**src/sv/cpt_pkg.sv**
```systemverilog
// Package of the clip playhead timer: widths, register indexes and constants.
package cpt_pkg;

	localparam int unsigned MARKER_COUNT = 4;

	localparam int unsigned TIME_W   = 32;
	localparam int unsigned STEP_W   = 16;
	localparam int unsigned RATE_W   = 16;
	localparam int unsigned PHASE_W  = 17;
	localparam int unsigned HITS_W   = 4;
	localparam int unsigned CFG_IDX_W = 3;
	localparam int unsigned CFG_DATA_W = 32;

	// Movement after the Q8.8 shift, signed
	localparam int unsigned MOVE_W = 24;
	// Position sum before wrap or clamp, signed
	localparam int unsigned POS_W  = 34;
	// Serial unit operand width
	localparam int unsigned REM_W  = 33;

	typedef logic [CFG_IDX_W-1:0] cfg_idx_t;

	localparam cfg_idx_t REG_CLIP_LENGTH   = 3'd0;
	localparam cfg_idx_t REG_RATE_GAIN     = 3'd1;
	localparam cfg_idx_t REG_LOOP_ENABLE   = 3'd2;
	localparam cfg_idx_t REG_MARKER_ENABLE = 3'd3;
	localparam cfg_idx_t REG_MARKER_TIME_A = 3'd4;
	localparam cfg_idx_t REG_MARKER_TIME_B = 3'd5;
	localparam cfg_idx_t REG_MARKER_TIME_C = 3'd6;
	localparam cfg_idx_t REG_MARKER_TIME_D = 3'd7;

	localparam logic [TIME_W-1:0]  CLIP_LENGTH_RST = 32'd65536;
	localparam logic [RATE_W-1:0]  RATE_GAIN_RST   = 16'd256;
	localparam logic [PHASE_W-1:0] PHASE_ONE       = 17'd65536;

endpackage

```
**src/sv/cpt_if.sv**
```systemverilog
// Valid/ready channel interfaces for tick words and result words.
interface cpt_tick_if
	import cpt_pkg::*;
();
	logic              valid;
	logic              ready;
	logic [STEP_W-1:0] time_step;
	logic              advance;

	modport source (output valid, output time_step, output advance, input ready);
	modport sink   (input valid, input time_step, input advance, output ready);
endinterface

interface cpt_result_if
	import cpt_pkg::*;
();
	logic               valid;
	logic               ready;
	logic [TIME_W-1:0]  head_position;
	logic [PHASE_W-1:0] phase;
	logic [HITS_W-1:0]  marker_hits;

	modport source (output valid, output head_position, output phase, output marker_hits,
		input ready);
	modport sink   (input valid, input head_position, input phase, input marker_hits,
		output ready);
endinterface

```
**src/sv/clip_playhead_timer_unit.sv**
```systemverilog
// Clip playhead timer: moves, wraps or clamps the playhead and reports phase and marker hits.
//
// Usage notes:
//  - tick (sink): one word per frame, time_step in 1/65536 s and advance flag.
//  - result (source): one word per tick: head_position, phase (Q1.16, 65536 = 1.0)
//    and marker_hits.
//  - cfg_we/cfg_index/cfg_data: plain register writes, index as listed in cpt_pkg;
//    write only while the block is idle.
//  - One tick word at a time. tick.ready is high only in IDLE. An accepted tick runs
//    through MUL and SUM, then MOD and FIX when the new position leaves
//    [0, clip_length) in loop mode, then DIV and OUT; with an empty clip SUM goes
//    straight to OUT. The work is done by the single 33-bit compare/subtract unit:
//    a bit-serial modulo of 33 steps followed by a 17-step phase division.
//  - A new tick word is taken only after the previous one has left OUT.
//  - The result word sits in an output register; a new tick is accepted while it
//    waits, and that tick's work stalls at the end until the register is free.
//  - Reset: registers back to their defaults (length 1 s, rate 1.0, loop on,
//    markers off), playhead at 0, no result pending.
module clip_playhead_timer_unit
	import cpt_pkg::*;
(
	input  logic                  clk,
	input  logic                  arst_n,
	cpt_tick_if.sink              tick,
	cpt_result_if.source          result,
	input  logic                  cfg_we,
	input  cfg_idx_t              cfg_index,
	input  logic [CFG_DATA_W-1:0] cfg_data
);

	typedef enum logic [6:0] {
		S_IDLE = 7'b0000001,
		S_MUL  = 7'b0000010,
		S_SUM  = 7'b0000100,
		S_MOD  = 7'b0001000,
		S_FIX  = 7'b0010000,
		S_DIV  = 7'b0100000,
		S_OUT  = 7'b1000000
	} state_t;

	state_t state_q;

	// configuration
	logic [TIME_W-1:0]       clip_length_q;
	logic signed [RATE_W-1:0] rate_gain_q;
	logic                    loop_enable_q;
	logic [MARKER_COUNT-1:0] marker_enable_q;
	logic [TIME_W-1:0]       marker_time_q [MARKER_COUNT];

	// playhead and per-tick working registers
	logic [TIME_W-1:0]  playhead_q;
	logic [TIME_W-1:0]  prev_q;
	logic [STEP_W-1:0]  step_q;
	logic               adv_q;
	logic signed [MOVE_W-1:0] move_q;
	logic [TIME_W-1:0]  now_q;
	logic               zlen_q;
	logic               neg_q;
	logic [REM_W-1:0]   abs_q;
	logic [REM_W-1:0]   rem_q;
	logic [PHASE_W-1:0] quo_q;
	logic [5:0]         cnt_q;

	// result register
	logic               out_valid_q;
	logic [TIME_W-1:0]  out_pos_q;
	logic [PHASE_W-1:0] out_phase_q;
	logic [HITS_W-1:0]  out_hits_q;

	// ------------------------------------------------------------------
	// Configuration writes
	// ------------------------------------------------------------------
	always_ff @(posedge clk or negedge arst_n) begin
		if (!arst_n) begin
			clip_length_q   <= CLIP_LENGTH_RST;
			rate_gain_q     <= RATE_GAIN_RST;
			loop_enable_q   <= 1'b1;
			marker_enable_q <= '0;
			for (int k = 0; k < MARKER_COUNT; k++) marker_time_q[k] <= '0;
		end else if (cfg_we) begin
			case (cfg_index)
				REG_CLIP_LENGTH:   clip_length_q   <= cfg_data[TIME_W-1:0];
				REG_RATE_GAIN:     rate_gain_q     <= cfg_data[RATE_W-1:0];
				REG_LOOP_ENABLE:   loop_enable_q   <= cfg_data[0];
				REG_MARKER_ENABLE: marker_enable_q <= cfg_data[MARKER_COUNT-1:0];
				REG_MARKER_TIME_A, REG_MARKER_TIME_B,
				REG_MARKER_TIME_C, REG_MARKER_TIME_D: begin
					// marker slots beyond MARKER_COUNT are dropped
					for (int k = 0; k < MARKER_COUNT; k++)
						if (cfg_index == cfg_idx_t'(32'(REG_MARKER_TIME_A) + k))
							marker_time_q[k] <= cfg_data[TIME_W-1:0];
				end
				default: ;
			endcase
		end
	end

	// ------------------------------------------------------------------
	// Datapath
	// ------------------------------------------------------------------
	// movement: step * rate in Q8.8, floor by arithmetic shift
	logic signed [STEP_W+RATE_W:0] prod;
	assign prod = $signed({1'b0, step_q}) * rate_gain_q;

	// exact position sum, signed
	logic signed [POS_W-1:0] pos;
	assign pos = $signed({2'b00, prev_q})
		+ (adv_q ? POS_W'(move_q) : POS_W'(0));

	logic [POS_W-1:0] dur_ext;
	assign dur_ext = {2'b00, clip_length_q};

	logic pos_neg, pos_in_range, pos_over_dur;
	assign pos_neg      = pos[POS_W-1];
	assign pos_in_range = !pos_neg && (pos < $signed(dur_ext));
	assign pos_over_dur = !pos_neg && (pos > $signed(dur_ext));

	logic [TIME_W-1:0] sat_pos;
	always_comb begin
		if (pos_neg)                     sat_pos = '0;
		else if (pos[POS_W-2:TIME_W] != '0) sat_pos = '1;
		else                             sat_pos = pos[TIME_W-1:0];
	end

	logic [TIME_W-1:0] clamp_pos;
	always_comb begin
		if (pos_neg)           clamp_pos = '0;
		else if (pos_over_dur) clamp_pos = clip_length_q;
		else                   clamp_pos = pos[TIME_W-1:0];
	end

	logic [REM_W-1:0] pos_abs;
	assign pos_abs = pos_neg ? REM_W'(-pos) : pos[REM_W-1:0];

	// shared compare/subtract unit, serves both modulo and phase division
	logic [REM_W-1:0] unit_a;
	logic [REM_W:0]   unit_diff;
	logic             unit_ge;
	always_comb begin
		if (state_q == S_MOD)    unit_a = {rem_q[TIME_W-1:0], abs_q[REM_W-1]};
		else if (cnt_q == '0)    unit_a = rem_q;   // first quotient bit, no shift
		else                     unit_a = {rem_q[TIME_W-1:0], 1'b0};
	end
	assign unit_diff = {1'b0, unit_a} - {2'b00, clip_length_q};
	assign unit_ge   = !unit_diff[REM_W];

	// modulo correction for a negative sum
	logic [TIME_W-1:0] fix_pos;
	assign fix_pos = (neg_q && rem_q[TIME_W-1:0] != '0)
		? clip_length_q - rem_q[TIME_W-1:0] : rem_q[TIME_W-1:0];

	// marker crossing between prev and now
	logic [HITS_W-1:0] hits_c;
	always_comb begin
		hits_c = '0;
		for (int k = 0; k < MARKER_COUNT; k++) begin
			if (now_q >= prev_q)
				hits_c[k] = marker_enable_q[k]
					&& (marker_time_q[k] > prev_q) && (marker_time_q[k] <= now_q);
			else
				hits_c[k] = marker_enable_q[k]
					&& ((marker_time_q[k] > prev_q) || (marker_time_q[k] <= now_q));
		end
	end

	logic out_free;
	assign out_free = !out_valid_q || result.ready;

	// result register loads this cycle
	logic out_load;
	assign out_load = (state_q == S_OUT) && out_free;

	// ------------------------------------------------------------------
	// Sequencer
	// ------------------------------------------------------------------
	always_ff @(posedge clk or negedge arst_n) begin
		if (!arst_n) begin
			state_q     <= S_IDLE;
			playhead_q  <= '0;
			out_valid_q <= 1'b0;
			cnt_q       <= '0;
		end else begin
			if (out_load)                         out_valid_q <= 1'b1;
			else if (out_valid_q && result.ready) out_valid_q <= 1'b0;
			case (state_q)
				S_IDLE: begin
					if (tick.valid) begin
						step_q  <= tick.time_step;
						adv_q   <= tick.advance;
						prev_q  <= playhead_q;
						state_q <= S_MUL;
					end
				end
				S_MUL: begin
					move_q  <= prod[MOVE_W+7:8];
					state_q <= S_SUM;
				end
				S_SUM: begin
					zlen_q <= (clip_length_q == '0);
					cnt_q  <= '0;
					if (clip_length_q == '0) begin
						now_q   <= sat_pos;
						state_q <= S_OUT;
					end else if (loop_enable_q && !pos_in_range) begin
						neg_q   <= pos_neg;
						abs_q   <= pos_abs;
						rem_q   <= '0;
						state_q <= S_MOD;
					end else begin
						now_q   <= loop_enable_q ? pos[TIME_W-1:0] : clamp_pos;
						rem_q   <= {1'b0, loop_enable_q ? pos[TIME_W-1:0] : clamp_pos};
						state_q <= S_DIV;
					end
				end
				S_MOD: begin
					rem_q <= unit_ge ? unit_diff[REM_W-1:0] : unit_a;
					abs_q <= {abs_q[REM_W-2:0], 1'b0};
					cnt_q <= cnt_q + 6'd1;
					if (cnt_q == 6'(REM_W-1)) state_q <= S_FIX;
				end
				S_FIX: begin
					now_q   <= fix_pos;
					rem_q   <= {1'b0, fix_pos};
					cnt_q   <= '0;
					state_q <= S_DIV;
				end
				S_DIV: begin
					rem_q <= unit_ge ? unit_diff[REM_W-1:0] : unit_a;
					quo_q <= {quo_q[PHASE_W-2:0], unit_ge};
					cnt_q <= cnt_q + 6'd1;
					if (cnt_q == 6'(PHASE_W-1)) state_q <= S_OUT;
				end
				S_OUT: begin
					if (out_free) begin
						out_pos_q   <= now_q;
						out_phase_q <= zlen_q ? PHASE_ONE : quo_q;
						out_hits_q  <= (adv_q && !zlen_q) ? hits_c : '0;
						playhead_q  <= now_q;
						state_q     <= S_IDLE;
					end
				end
				default: state_q <= S_IDLE;
			endcase
		end
	end

	assign tick.ready           = (state_q == S_IDLE);
	assign result.valid         = out_valid_q;
	assign result.head_position = out_pos_q;
	assign result.phase         = out_phase_q;
	assign result.marker_hits   = out_hits_q;

endmodule
```
**src/flat_wrapper.sv**
```systemverilog
// flat-port wrapper written by rule: the top's interface ports become plain ports
module clip_playhead_timer_unit_flat import cpt_pkg::*;
  (clk, arst_n, cfg_we, cfg_index, cfg_data, tick_valid, tick_time_step, tick_advance, tick_ready, result_valid, result_head_position, result_phase, result_marker_hits, result_ready);
  cpt_tick_if tick_i ();
  cpt_result_if result_i ();
  input  logic clk;
  input  logic arst_n;
  input  logic cfg_we;
  input  cfg_idx_t cfg_index;
  input  logic [CFG_DATA_W-1:0] cfg_data;
  input wire logic [$bits(tick_i.valid)-1:0] tick_valid;
  input wire logic [$bits(tick_i.time_step)-1:0] tick_time_step;
  input wire logic [$bits(tick_i.advance)-1:0] tick_advance;
  output wire logic [$bits(tick_i.ready)-1:0] tick_ready;
  output wire logic [$bits(result_i.valid)-1:0] result_valid;
  output wire logic [$bits(result_i.head_position)-1:0] result_head_position;
  output wire logic [$bits(result_i.phase)-1:0] result_phase;
  output wire logic [$bits(result_i.marker_hits)-1:0] result_marker_hits;
  input wire logic [$bits(result_i.ready)-1:0] result_ready;
  assign tick_i.valid = tick_valid;
  assign tick_i.time_step = tick_time_step;
  assign tick_i.advance = tick_advance;
  assign tick_ready = tick_i.ready;
  assign result_valid = result_i.valid;
  assign result_head_position = result_i.head_position;
  assign result_phase = result_i.phase;
  assign result_marker_hits = result_i.marker_hits;
  assign result_i.ready = result_ready;
  clip_playhead_timer_unit u_core (.clk(clk), .arst_n(arst_n), .tick(tick_i), .result(result_i), .cfg_we(cfg_we), .cfg_index(cfg_index), .cfg_data(cfg_data));
endmodule
```
**config.mk**
```make
export PLATFORM = sky130hd
export DESIGN_NAME = clip_playhead_timer_unit_flat
export DESIGN_NICKNAME = d
export VERILOG_FILES = /design/src/sv/cpt_pkg.sv /design/src/sv/cpt_if.sv /design/src/sv/clip_playhead_timer_unit.sv /design/src/flat_wrapper.sv
export SDC_FILE = /design/constraint.sdc
export NUM_CORES = 2
export LEC_CHECK = 0
export BUFFER_PORTS_ARGS = -buffer_cell sky130_fd_sc_hd__clkbuf_2
export CORE_ASPECT_RATIO = 1.75
export CORE_MARGIN = 2
export CORE_UTILIZATION = 32
export CTS_CLUSTER_SIZE = 16
export DETAILED_ROUTE_END_ITERATION = 8
export PLACE_DENSITY = 0.43
export SLEW_MARGIN = 20
export SYNTH_ARGS = -nofsm -noshare
export SYNTH_HDL_FRONTEND = slang
export SYNTH_SLANG_ARGS = --single-unit
```
**constraint.sdc**
```tcl
create_clock -name clk -period 11.35 [get_ports clk]
set_clock_uncertainty 0.2 [all_clocks]
set_input_delay 0.5675 -clock clk [delete_from_list [all_inputs] [get_ports clk]]
set_output_delay 0.5675 -clock clk [all_outputs]
set_load 0.02 [all_outputs]
```
# Word-level counts from Yosys, hierarchy flattened
# Index checks and enable logic that the tools add are counted.
[totals] regBits=470 input_bits=57 output_inout_bits=55 wordCells=160
[op_classes] addsub=5 n_mul=1 order_cmp=11 n_eq_ne=23 mux=34 bitwise=1 reduce_logical=60
[op_table] op="32-bit 2-to-1 mux" count=9
[op_table] op="33-bit 2-to-1 mux" count=7
[op_table] op="32-bit greater-than comparator" count=4
[op_table] op="32-bit less-or-equal comparator" count=4
[op_table] op="33-bit case mux with 3 select lines" count=1
[op_table] op="33-bit case mux with 2 select lines" count=1
[op_table] op="32-bit case mux with 2 select lines" count=1
[op_table] op="7-bit case mux with 7 select lines" count=1
[op_table] op="7-bit 2-to-1 mux" count=5
[op_table] op="33-bit by 34-bit adder with 34-bit output" count=1
[op_table] op="34-bit by 33-bit greater-than comparator with 1-bit output" count=1
[op_table] op="34-bit by 33-bit less-than comparator with 1-bit output" count=1
[op_table] op="34-bit 2-to-1 mux" count=1
[op_table] op="33-bit by 32-bit subtractor with 34-bit output" count=1
[op_table] op="33-bit negator" count=1
[op_table] op="32-bit greater-or-equal comparator" count=1
[op_table] op="32-bit logical NOT" count=1
[op_table] op="17-bit by 16-bit multiplier with 32-bit output" count=1
[op_table] op="32-bit nonzero test" count=1
[op_table] op="32-bit subtractor" count=1
[op_table] op="3-bit AND reduction" count=8
[op_table] op="1-bit logical AND" count=19
[op_table] op="2-bit AND reduction" count=8
[op_table] op="3-bit == test (second input constant)" count=4
[op_table] op="other kinds (28)" count=52

# Logic depth before layout (Yosys ltp)
[depth] word_depth=10 ltp_mapped=30 depth_no_buf=29

# Worst setup path before layout
# Ideal clock, no wire load.
[synth_timing] kind="register to register" from="reg u_core.rate_gain_q[8]" to="reg u_core.move_q[23] (data pin)" setup_ns=0.260 arrival_ns=6.333 required_time_ns=10.890 slack_ns=4.558 stages_incl_launch_ff=24 n_path_buf=2 period_less_slack_ns=6.792 cell_sequence="dfstp_2 clkbuf_1 clkbuf_1 nand2_1 fa_1 fa_1 fa_1 inv_1 fa_1 inv_1 fa_1 inv_1 fa_1 ha_1 a21o_1 a21o_1 o21ai_0 a21oi_1 a211o_1 a221o_1 a41oi_1 a21oi_1 a21oi_1 xnor2_1"
[synth_between] elab_chain_len=1
[synth_rtl] item="from (decl)" line="clip_playhead_timer_unit.sv:45" text="logic signed [RATE_W-1:0] rate_gain_q;"
[synth_rtl] item="from (signal assigned)" line="clip_playhead_timer_unit.sv:83" text="REG_RATE_GAIN: rate_gain_q <= cfg_data[RATE_W-1:0];"
[synth_rtl] item="17-bit by 16-bit multiplier with 32-bit output" line="clip_playhead_timer_unit.sv:103" text="assign prod = $signed({1'b0, step_q}) * rate_gain_q;"
[synth_rtl] item="named net u_core.prod[31]" line="clip_playhead_timer_unit.sv:102" text="logic signed [STEP_W+RATE_W:0] prod;"
[synth_rtl] item="to (signal assigned)" line="clip_playhead_timer_unit.sv:195" text="move_q <= prod[MOVE_W+7:8];"
[synth_rtl] item="to (decl)" line="clip_playhead_timer_unit.sv:55" text="logic signed [MOVE_W-1:0] move_q;"
# The timed path passes the listed nets, and every way through them passes these cells.
# A chain may end at the register's enable or synchronous reset.

# Worst setup path after layout
[layout_timing] from="reg u_core.adv_q" to="reg u_core.now_q[0] (data pin)"
[layout_between] elab_chain_len=10 word_cells_on_any_way=13 classes_between="add/sub (1); order compare (1); mux (9); reduce/logical (2)"
[layout_rtl] item="from (decl)" line="clip_playhead_timer_unit.sv:54" text="logic adv_q;"
[layout_rtl] item="from (signal assigned)" line="clip_playhead_timer_unit.sv:189" text="adv_q <= tick.advance;"
[layout_rtl] item="34-bit 2-to-1 mux (*)" line="clip_playhead_timer_unit.sv:108" text="+ (adv_q ? POS_W'(move_q) : POS_W'(0));"
[layout_rtl] item="33-bit by 34-bit adder with 34-bit output (*)" line="clip_playhead_timer_unit.sv:108"
[layout_rtl] item="34-bit by 33-bit greater-than comparator with 1-bit output / 1-bit logical NOT (equally long branches)" line="clip_playhead_timer_unit.sv:116" text="assign pos_over_dur = !pos_neg && (pos > $signed(dur_ext));"
[layout_rtl] item="1-bit logical AND" line="clip_playhead_timer_unit.sv:116"
[layout_rtl] item="32-bit 2-to-1 mux" line="clip_playhead_timer_unit.sv:128" text="else if (pos_over_dur) clamp_pos = clip_length_q;"
[layout_rtl] item="32-bit 2-to-1 mux" line="clip_playhead_timer_unit.sv:127" text="if (pos_neg) clamp_pos = '0;"
[layout_rtl] item="32-bit 2-to-1 mux" line="clip_playhead_timer_unit.sv:210" text="now_q <= loop_enable_q ? pos[TIME_W-1:0] : clamp_pos;"
[layout_rtl] item="32-bit 2-to-1 mux" line="clip_playhead_timer_unit.sv:204" text="end else if (loop_enable_q && !pos_in_range) begin"
[layout_rtl] item="32-bit 2-to-1 mux (*)" line="clip_playhead_timer_unit.sv:201" text="if (clip_length_q == '0) begin"
[layout_rtl] item="32-bit case mux with 2 select lines (*)" line="clip_playhead_timer_unit.sv:185" text="case (state_q)"
[layout_rtl] item="to (signal assigned)" line="clip_playhead_timer_unit.sv:202" text="now_q <= sat_pos;"
[layout_rtl] item="to (signal assigned)" line="clip_playhead_timer_unit.sv:210"
[layout_rtl] item="to (signal assigned)" line="clip_playhead_timer_unit.sv:222" text="now_q <= fix_pos;"
[layout_rtl] item="to (decl)" line="clip_playhead_timer_unit.sv:56" text="logic [TIME_W-1:0] now_q;"
# Every way passes the cells marked *; elsewhere a longest branch is shown, timed or not. The select of a mux whose other input is x is not followed.

==> run_results.csv <==
group,metric,value,unit
synth,ys.flop_type,"edfxtp_1",
die,die_w,274,um
global_route,grt_pass1_vias,33763,
die,initial_utilization,32.18,%
critical_path,cp_top_family,"compound AO/OA/AOI/OAI gates",
die,die_area,130600,um^2
placement,gp_congestion,0.9336,
synth,synth_top_cell_area_share,17.87,%
synth,synth_compound_area_share,15.58,%
routing,drt_first_pass_iters,5,
synth,ys_async_sr_fraction,48.30,%
timing,finalCritPeriodShare,69.81,%
synth,synth-xor-area-share,2.654,%
final_layout,fillCellCount,13044,
critical_path,crit_arrival,8240,ps
critical_path,endpoint_kind,"register",
critical_path,cp.required,11670,ps
synth,yosysUniqueCellTypes,90,
die,dieHeight,476.5,um
timing,rsz0062_at_grt,"false",
worst_hold_path,worstHoldStart,"cfg_data[24]",
synth,synthTopCellsByArea,"edfxtp_1 18%, ha_1 16%, dfrtp_1 14%, fa_1 9.6%, mux2_2 4.2%",
final_layout,nNetsFinal,5103,
routing,drc,0,
worst_hold_path,hp-class,"input port to register",
clocking,h-tree-depth,2,
clocking,holdBufCountCts,19,
timing,maxSlewHeadroom,18.03,%
clocking,clkLatencyLatePin,680,ps
final_layout,syn2layout_area_growth,11.37,%
critical_path,rrSetupSlack,3430,ps
synth,syn_nets,5016,
routing,dr.first_iter.drc_count,1907,
routing,wl,159.3,mm
synth,ys_top_cells_by_count,"534 x ha_1, 437 x nand2_1, 416 x inv_1",
synth,seq_area_frac_synth,31.80,%
synth,synth_top_area_cell,"edfxtp_1",
synth,ys_warn_count,0,
die,coreArea,126800,um^2
critical_path,cp_slowest_cell,"o311ai_1",
timing,setup_tns,0,ps
critical_path,cp_cell_sequence,"and2_1 -> ha_1 -> nand2_1 -> o31ai_4 -> nand3_1 -> a2111oi_1 -> nor2_1 -> o311ai_1 -> ha_1 -> a21oi_1 -> nand4b_1 -> a31o_2 -> a2111oi_0 -> ha_1 -> and3_1 -> and3_1 -> a211oi_2 -> buf_4 -> o21ai_0 -> nand2_1",
critical_path,start_kind,"register",
routing,ant_nets,0,
global_route,antenna_found_initial,8,
timing,max_freq,0.1262,GHz
synth,synth_edf_count,243,
synth,yosysMostFrequentCell,"ha_1",
synth,synth-simple-area-share,14.09,%
critical_path,worst_path_largest_cell_delay,910,ps
clocking,clkSlewWorstSetupHoldPaths,70,ps
synth,synth.area.mux_share,4.533,%
placement,dpl_cell_area,43440,um^2
synth,ys_seq_elements,470,
critical_path,path_common_cell,"ha_1",
clocking,clockBufferDepth,3,
clocking,cts.sinks,470,
global_route,gr-total-overflow,0,
clocking,cts_resized,0,
clocking,cts_buffers,53,
global_route,grt_first_pass_wirelength,231.3,mm
synth,avgSynthCellArea,9.653,um^2
clocking,root_buffer,"clkbuf_16",
placement,port_buffers,111,
clocking,cts_setup_buffers,0,
timing,setup_violations,0,
routing,vias,32715,
timing,tightestPinTransition,1217,ps
pwr,peakVddDrop,506.2,uV
critical_path,cp-startpoint,"u_core.adv_q",
final_layout,fin_area,45470,um^2
routing,viasPerCell,5.431,
synth,synth_adder_area_share,26.03,%
flow_run,max_cap_viol_count,0,
synth,synth_top_family_by_area,"adder cells",
critical_path,r2r_start,"u_core.adv_q",
pwr,total_leakage_power,20.71,nW
timing,period_needed,7923,ps
placement,hpwl,126.9,mm
pwr,p_per_area,365.6,nW/um^2
global_route,grt_max_degree,76,
clocking,tritoncts,"built",
synth,netlist_area,40820,um^2
routing,wire_per_inst,26.44,um
global_route,track_usage,24.22,%
critical_path,path_buf_inv,1,
synth,netlist_instances,4229,
die,std_cell_rows,173,
critical_path,critical_path_class,"register to register",
die,io_pins,112,
critical_path,cp_max_fo,25,
outcome,status,"finished clean",
timing,slew_viol_final,0,
final_layout,drive_gt1_share,10.85,%
timing,finalHoldViolations,0,
metrics by stage:
stage | setup slack (ps) | power, mW | utilization, % | instances | hold slack (ps)
final | 3427 | 16.62 | 35.84 | 6024 | 41.46
after CTS | 3538 | 16.85 | 35.84 | 6022 | 12.10
after global placement | 3634 | 14.91 | 34.25 | 5904 | 224.5
after floorplan | 4558 | 11.11 | - | 4229 | 71.91
after detailed placement | 3589 | 14.84 | 34.25 | 5904 | 223.9
after global routing | 2921 | 18.30 | 35.84 | 6023 | 58.95
worst paths after layout:
path	endpoint	depth (start not counted)
max in group asynchronous	u_core.marker_enable_q[0]	4
hold / removal	u_core.clip_length_q[24]	3
hold reg to reg	u_core.quo_q[16]	0
min in group asynchronous	u_core.cnt_q[0]	2
setup / recovery	u_core.now_q[0]	20
setup reg to reg	u_core.now_q[0]	20
metal layers:
layer / routed length, um / GRT usage [%]
met5: 0 / 0
met4: 10100 / 13.04
met2: 86400 / 46.48
met3: 4798 / 2.008
met1: 57990 / 25.69
cell usage in the layout (no fill, tap or decap), types with 12 or more instances in the layout:
| cell | count |
|---|---|
| clkbuf_2 | 110 |
| o21ai_0 | 267 |
| inv_1 | 416 |
| mux2_2 | 151 |
| o21a_1 | 41 |
| nor2_1 | 189 |
| and3_1 | 23 |
| dlygate4sd3_1 | 19 |
| a211o_1 | 13 |
| mux2i_1 | 15 |
| a31oi_1 | 40 |
| nor4_1 | 31 |
| or3_1 | 12 |
| fa_1 | 196 |
| a211oi_1 | 33 |
| a221oi_1 | 22 |
| o211ai_1 | 24 |
| o31ai_1 | 14 |
| a21o_1 | 141 |
| nand2b_1 | 38 |
| ha_1 | 534 |
| nand3_1 | 57 |
| and2_1 | 125 |
| xnor2_1 | 80 |
| dfrtp_1 | 223 |
| nor2b_1 | 45 |
| nor3_1 | 52 |
| clkbuf_16 | 54 |
| xor2_1 | 39 |
| a21oi_1 | 245 |
| o221ai_1 | 12 |
| nand2_1 | 435 |
| buf_4 | 60 |
| edfxtp_1 | 243 |
| nand4_1 | 90 |
| o21bai_1 | 12 |
cell families after synthesis:
logic type	after synthesis
buf+inv	575
compound gates	991
flops	470
xor+xnor	122
mux	166
fa+ha+maj	732
simple gates	1173
sequential cells by signal, indices dropped and copies added (netlist names):
name                         cells
u_core.marker_enable_q           4
u_core.step_q                   16
u_core.loop_enable_q             1
u_core.result.head_position     32
u_core.prev_q                   32
u_core.abs_q                    33
u_core.rate_gain_q              16
u_core.adv_q                     1
u_core.clip_length_q            32
u_core.neg_q                     1
u_core.result.marker_hits        4
u_core.state_q                   7
u_core.quo_q                    17
u_core.marker_time_q           128
u_core.cnt_q                     6
u_core.playhead_q               32
u_core.result.valid              1
u_core.zlen_q                    1
u_core.result.phase             17
u_core.move_q                   24
u_core.rem_q                    33
u_core.now_q                    32
power by group:
part / internal (mW) / leakage [nW] / total (mW) / switching [mW]
clock: 1.05 / 0.884 / 1.89 / 0.839
sequential: 2.64 / 5.02 / 3.08 / 0.439
combinational: 4.68 / 14.8 / 11.7 / 6.98
tightest hold or removal path, delay by kind of cell:
family | cells | cell delay [ps]
compound gates | 1 | 60
simple gates | 1 | 60
buf+inv | 1 | 160
final cells by class:
| cell class | count | area (um^2) | area share [%] |
|---|---|---|---|
| inverter | 417 | 1565 | 3.443 |
| timing repair buffer | 190 | 1206 | 2.653 |
| multi-input combinational | 3184 | 25810 | 56.76 |
| sequential | 470 | 12980 | 28.55 |
| clock inverter | 31 | 376.6 | 0.8283 |
| antenna | 2 | 5.005 | 0.01101 |
| clock buffer | 68 | 1444 | 3.176 |
| tap | 1662 | 2079 | 4.574 |
No activity file was read; power rests on OpenSTA's default activity.
